File: src/sv/eap_pkg.sv
// Shared constants, state type and CORDIC angle table for the elliptic arc polyline core.
`default_nettype none
package eap_pkg;

  localparam int MaxSegments = 63;
  localparam int StepDeg     = 10;
  localparam int CordicIters = 24;
  localparam int IterW       = 5;
  localparam int DivW        = 38;
  localparam int DvsW        = 16;
  localparam int CntW        = 6;

  localparam logic [29:0] CordicGain  = 30'd652032874;
  localparam logic [24:0] DegToRadQ30 = 25'd18740330;

  typedef enum logic [3:0] {
    S_IDLE,
    S_NDIV,
    S_NSET,
    S_PSET,
    S_MODST,
    S_MODDIV,
    S_QUAD,
    S_ZST,
    S_ZDIV,
    S_CORDIC,
    S_ROT,
    S_MUL,
    S_NUM,
    S_CST,
    S_CDIV,
    S_EMIT
  } state_e;

  // Arctangent of 2^-k in Q30 radians.
  function automatic logic [29:0] atan_q30(input logic [IterW-1:0] k);
    logic [29:0] v;
    case (k)
      5'd0:    v = 30'd843314857;
      5'd1:    v = 30'd497837829;
      5'd2:    v = 30'd263043837;
      5'd3:    v = 30'd133525159;
      5'd4:    v = 30'd67021687;
      5'd5:    v = 30'd33543516;
      5'd6:    v = 30'd16775851;
      5'd7:    v = 30'd8388437;
      5'd8:    v = 30'd4194283;
      5'd9:    v = 30'd2097149;
      5'd10:   v = 30'd1048576;
      5'd11:   v = 30'd524288;
      5'd12:   v = 30'd262144;
      5'd13:   v = 30'd131072;
      5'd14:   v = 30'd65536;
      5'd15:   v = 30'd32768;
      5'd16:   v = 30'd16384;
      5'd17:   v = 30'd8192;
      5'd18:   v = 30'd4096;
      5'd19:   v = 30'd2048;
      5'd20:   v = 30'd1024;
      5'd21:   v = 30'd512;
      5'd22:   v = 30'd256;
      5'd23:   v = 30'd128;
      default: v = 30'd0;
    endcase
    return v;
  endfunction

endpackage
`default_nettype wire

File: src/sv/eap_div.sv
// Shared restoring divider, one quotient bit per cycle, unsigned operands.
`default_nettype none
module eap_div
  import eap_pkg::*;
(
  input  wire logic            clk_i,
  input  wire logic            rst_ni,
  input  wire logic            start_i,
  input  wire logic [DivW-1:0] dividend_i,
  input  wire logic [DvsW-1:0] divisor_i,
  output logic                 busy_o,
  output logic [DivW-1:0]      quo_o,
  output logic [DvsW-1:0]      rem_o
);

  logic            busy_q, busy_d;
  logic [CntW-1:0] cnt_q, cnt_d;
  logic [DivW-1:0] quo_q, quo_d;
  logic [DvsW-1:0] rem_q, rem_d;
  logic [DvsW-1:0] dvs_q, dvs_d;
  logic [DvsW:0]   trial;
  logic [DvsW:0]   diff;
  logic            ge;

  assign trial = {rem_q, quo_q[DivW-1]};
  assign diff  = trial - {1'b0, dvs_q};
  assign ge    = (trial >= {1'b0, dvs_q});

  always_comb begin
    busy_d = busy_q;
    cnt_d  = cnt_q;
    quo_d  = quo_q;
    rem_d  = rem_q;
    dvs_d  = dvs_q;
    if (start_i) begin
      busy_d = 1'b1;
      cnt_d  = '0;
      quo_d  = dividend_i;
      rem_d  = '0;
      dvs_d  = divisor_i;
    end else if (busy_q) begin
      rem_d = ge ? diff[DvsW-1:0] : trial[DvsW-1:0];
      quo_d = {quo_q[DivW-2:0], ge};
      cnt_d = cnt_q + 1'b1;
      if (cnt_q == CntW'(DivW - 1)) begin
        busy_d = 1'b0;
      end
    end
  end

  always_ff @(posedge clk_i or negedge rst_ni) begin
    if (!rst_ni) begin
      busy_q <= 1'b0;
      cnt_q  <= '0;
    end else begin
      busy_q <= busy_d;
      cnt_q  <= cnt_d;
    end
  end

  always_ff @(posedge clk_i) begin
    quo_q <= quo_d;
    rem_q <= rem_d;
    dvs_q <= dvs_d;
  end

  assign busy_o = busy_q;
  assign quo_o  = quo_q;
  assign rem_o  = rem_q;

endmodule
`default_nettype wire

File: config.mk
export PLATFORM = sky130hd
export DESIGN_NAME = eap_div
export DESIGN_NICKNAME = d
export VERILOG_FILES = /design/src/sv/eap_pkg.sv /design/src/sv/eap_div.sv
export SDC_FILE = /design/constraint.sdc
export NUM_CORES = 1
export LEC_CHECK = 0
export BUFFER_PORTS_ARGS = -buffer_cell sky130_fd_sc_hd__buf_2
export CAP_MARGIN = 20
export CORE_MARGIN = 2
export CORE_UTILIZATION = 49
export DETAILED_ROUTE_END_ITERATION = 7
export PLACE_DENSITY = 0.75
export SLEW_MARGIN = 20
export SYNTH_ARGS = -nofsm -noshare
export SYNTH_HDL_FRONTEND = slang
export SYNTH_SLANG_ARGS = --single-unit
File: constraint.sdc
create_clock -name clk_i -period 3.58 [get_ports clk_i]
set_clock_uncertainty 0.2 [all_clocks]
set_input_delay 1.074 -clock clk_i [delete_from_list [all_inputs] [get_ports clk_i]]
set_output_delay 1.074 -clock clk_i [all_outputs]
set_load 0.02 [all_outputs]
==> impl_metrics.ini <==
[sta]
timing.setup.tns_ps = 0
min_period_ps = 2836
hold_violations = 0
final_max_slew_viol_count = 0
fin_crit_sh_pct = 79.21
fin_ws_ps = 744.3
maxSlewHeadroom_pct = 59.01
max_freq_ghz = 0.3526
worstMarginPinSlew_ps = 614.9
setup_viol = 0
rsz0062_at_grt = no

[yosys]
ys_seq_area_share_pct = 51.01
syn_nets = 444
synth.distinct_cells = 54
synth_ff_type = edfxtp_1
yosysTopAreaCellShare_pct = 39.07
synth.area.top_cells = edfxtp_1 (39%), mux2_2 (10%), dfxtp_1 (7.7%)
synthCells = 368
async_reset_ff_share_pct = 9.091
syn_area_sq_um = 4150
synth_seq_cells = 77
synth_edf_count = 54
yosys.area.top_type = edfxtp_1
synth_warnings = 0
syn_avg_cell_area_sq_um = 11.28

[grt]
grt_max_degree = 45
grt_pass1_wl_um = 15940
overflow = 0
grt_pass1_vias = 3278
grt.total_usage_pct = 22.79
antenna_found_initial = 0

[place]
dp_hpwl_um = 7224
finalWeightedCongestion = 0.8854
place_ws_ps = 772.8
dpl_cell_area_sq_um = 4787
port_buffers = 111

[worst_setup_path]
cp_max_fo = 9
end_kind = flop
crit_required_ps = 3620
cp_data_arrival_time_ps = 2870
crit_type = flop to flop
start_kind = flop

[flow_run]
drv_cap = 0

[power_and_ir_drop]
power_leakage_uw = 0.002255
total_power_uw = 3164
powerDensity_nw_per_um2 = 633.5
peakVddDrop_mv = 0.3187

[clocking]
clock_path_buffers = 2
clk_latency_ps = 350
post-cts-setup-buffers = 0
cts_hold_buffers = 0
clkTransAtPathRegs_ps = 70
cts_inserted_buffers = 9
htree_levels = 3
clock-root-buffer = clkbuf_8
cts_tree = built
cts.sinks = 77
cts-resized-gates = 0

[die]
core_sq_um = 8217
io_pins = 112
rows = 33
dieArea_sq_um = 9222
initial_utilization_pct = 50.51
fp.dieW_um = 96.03
dieHeight_um = 96.03

[cells_and_area]
nets = 550
final_cell_mix = buf_2 (111), edfxtp_1 (54), mux2_2 (38), nor2_1 (29), inv_1 (22)
syn_to_final_growth_pct = 20.35
fin_util_pct = 60.79
multi_input_area_sq_um = 1863
final_area_sq_um = 4995
drive_above_1_share_pct = 35.70
final_common_cell = buf_2
n_antenna_cell = 0
fillCellCount = 670
seq_area_sq_um = 2117

[outcome]
status = completed

[detailed_routing]
route.detailed.drc = 0
detail-route-antenna-nets = 0
wire_per_inst_um = 16.75
wirelength_um = 9784
dr.pass1.iters = 5
dr_total_vias = 3349
vias_per_cell = 5.735
drt_iter0_drc = 248

[hold_path]
worstHoldPathType = flop to flop
## logic make-up after synthesis
family                   Yosys count  share of synthesized area [%]
AND/OR/NAND/NOR                  103                          12.54
flip-flops                        77                          51.01
AO/OA/AOI/OAI                     74                          13.11
buffers and inverters             43                          4.100
multiplexers                      40                          10.79
adder cells (fa/ha/maj)           19                          5.909
XOR/XNOR                          12                          2.532
## critical path, cell delays in order (launching register included)
cell and delay (ps):
dfxtp_1 350, ha_1 400, a21o_1 240, a221o_1 410
and2_4 210, o31a_4 380, o221a_1 260, a2111oi_2 280
## flip-flops by register name, summed over array words and instances (netlist names)
signal	count
busy_o	1
rem_o	16
dvs_q	16
quo_o	38
cnt_q	6
## worst paths after layout
path | from | to | slack, ps | cells after the start
max | rem_o[5] | rem_o[4] | 740 | 7
min | rem_o[8] | rem_o[8] | 340 | 2
max reg2reg | rem_o[5] | rem_o[4] | 740 | 7
min reg2reg | rem_o[8] | rem_o[8] | 340 | 2
max in group asynchronous | rst_ni | busy_o | 2680 | 1
min in group asynchronous | rst_ni | cnt_q[3] | 350 | 1
## synthesized netlist by cell type, drive strengths merged (5+ instances only)
library cell and instances:
a21o 7, a21oi 9, a311oi 8, a31oi 6
and3 14, clkbuf 17, dfrtp 7, dfxtp 16
edfxtp 54, ha 18, inv 22, mux2 38
nand2 15, nand3 19, nor2 29, nor3 5
o21ai 19, xnor2 5, xor2 7
## report_power, final
group | total (uW) | switching, uW | leakage, uW | internal, uW
combinational | 1260 | 758 | 0.00137 | 499
sequential | 1220 | 113 | 0.000782 | 1100
clock | 692 | 302 | 0.000101 | 390
## layer usage
| metal | global-route usage, % | vias to the layer above | wire [um] |
|---|---|---|---|
| met4 | 8.214 | 0 | 164 |
| li1 | - | 1595 | - |
| met1 | 28.94 | 1574 | 3957 |
| met3 | 9.162 | 15 | 1002 |
| met2 | 35.19 | 165 | 4660 |
| met5 | 0 | - | 0 |
## per-stage QoR
step / hold slack [ps] / std cells
floorplan: 322.1 / 368
global placement: 317.3 / 568
detailed placement: 326.9 / 568
CTS: 334.7 / 584
global route: 337.6 / 584
finish: 340.3 / 584
## final cells by class
class	instances	area share [%]
Sequential cell	77	42.38
Timing Repair Buffer	116	11.87
Clock inverter	5	1.528
Inverter	22	1.653
Multi-Input combinational cell	248	37.30
Clock buffer	11	2.630
Tap cell	105	2.630
(Power assumes the default switching activity.)
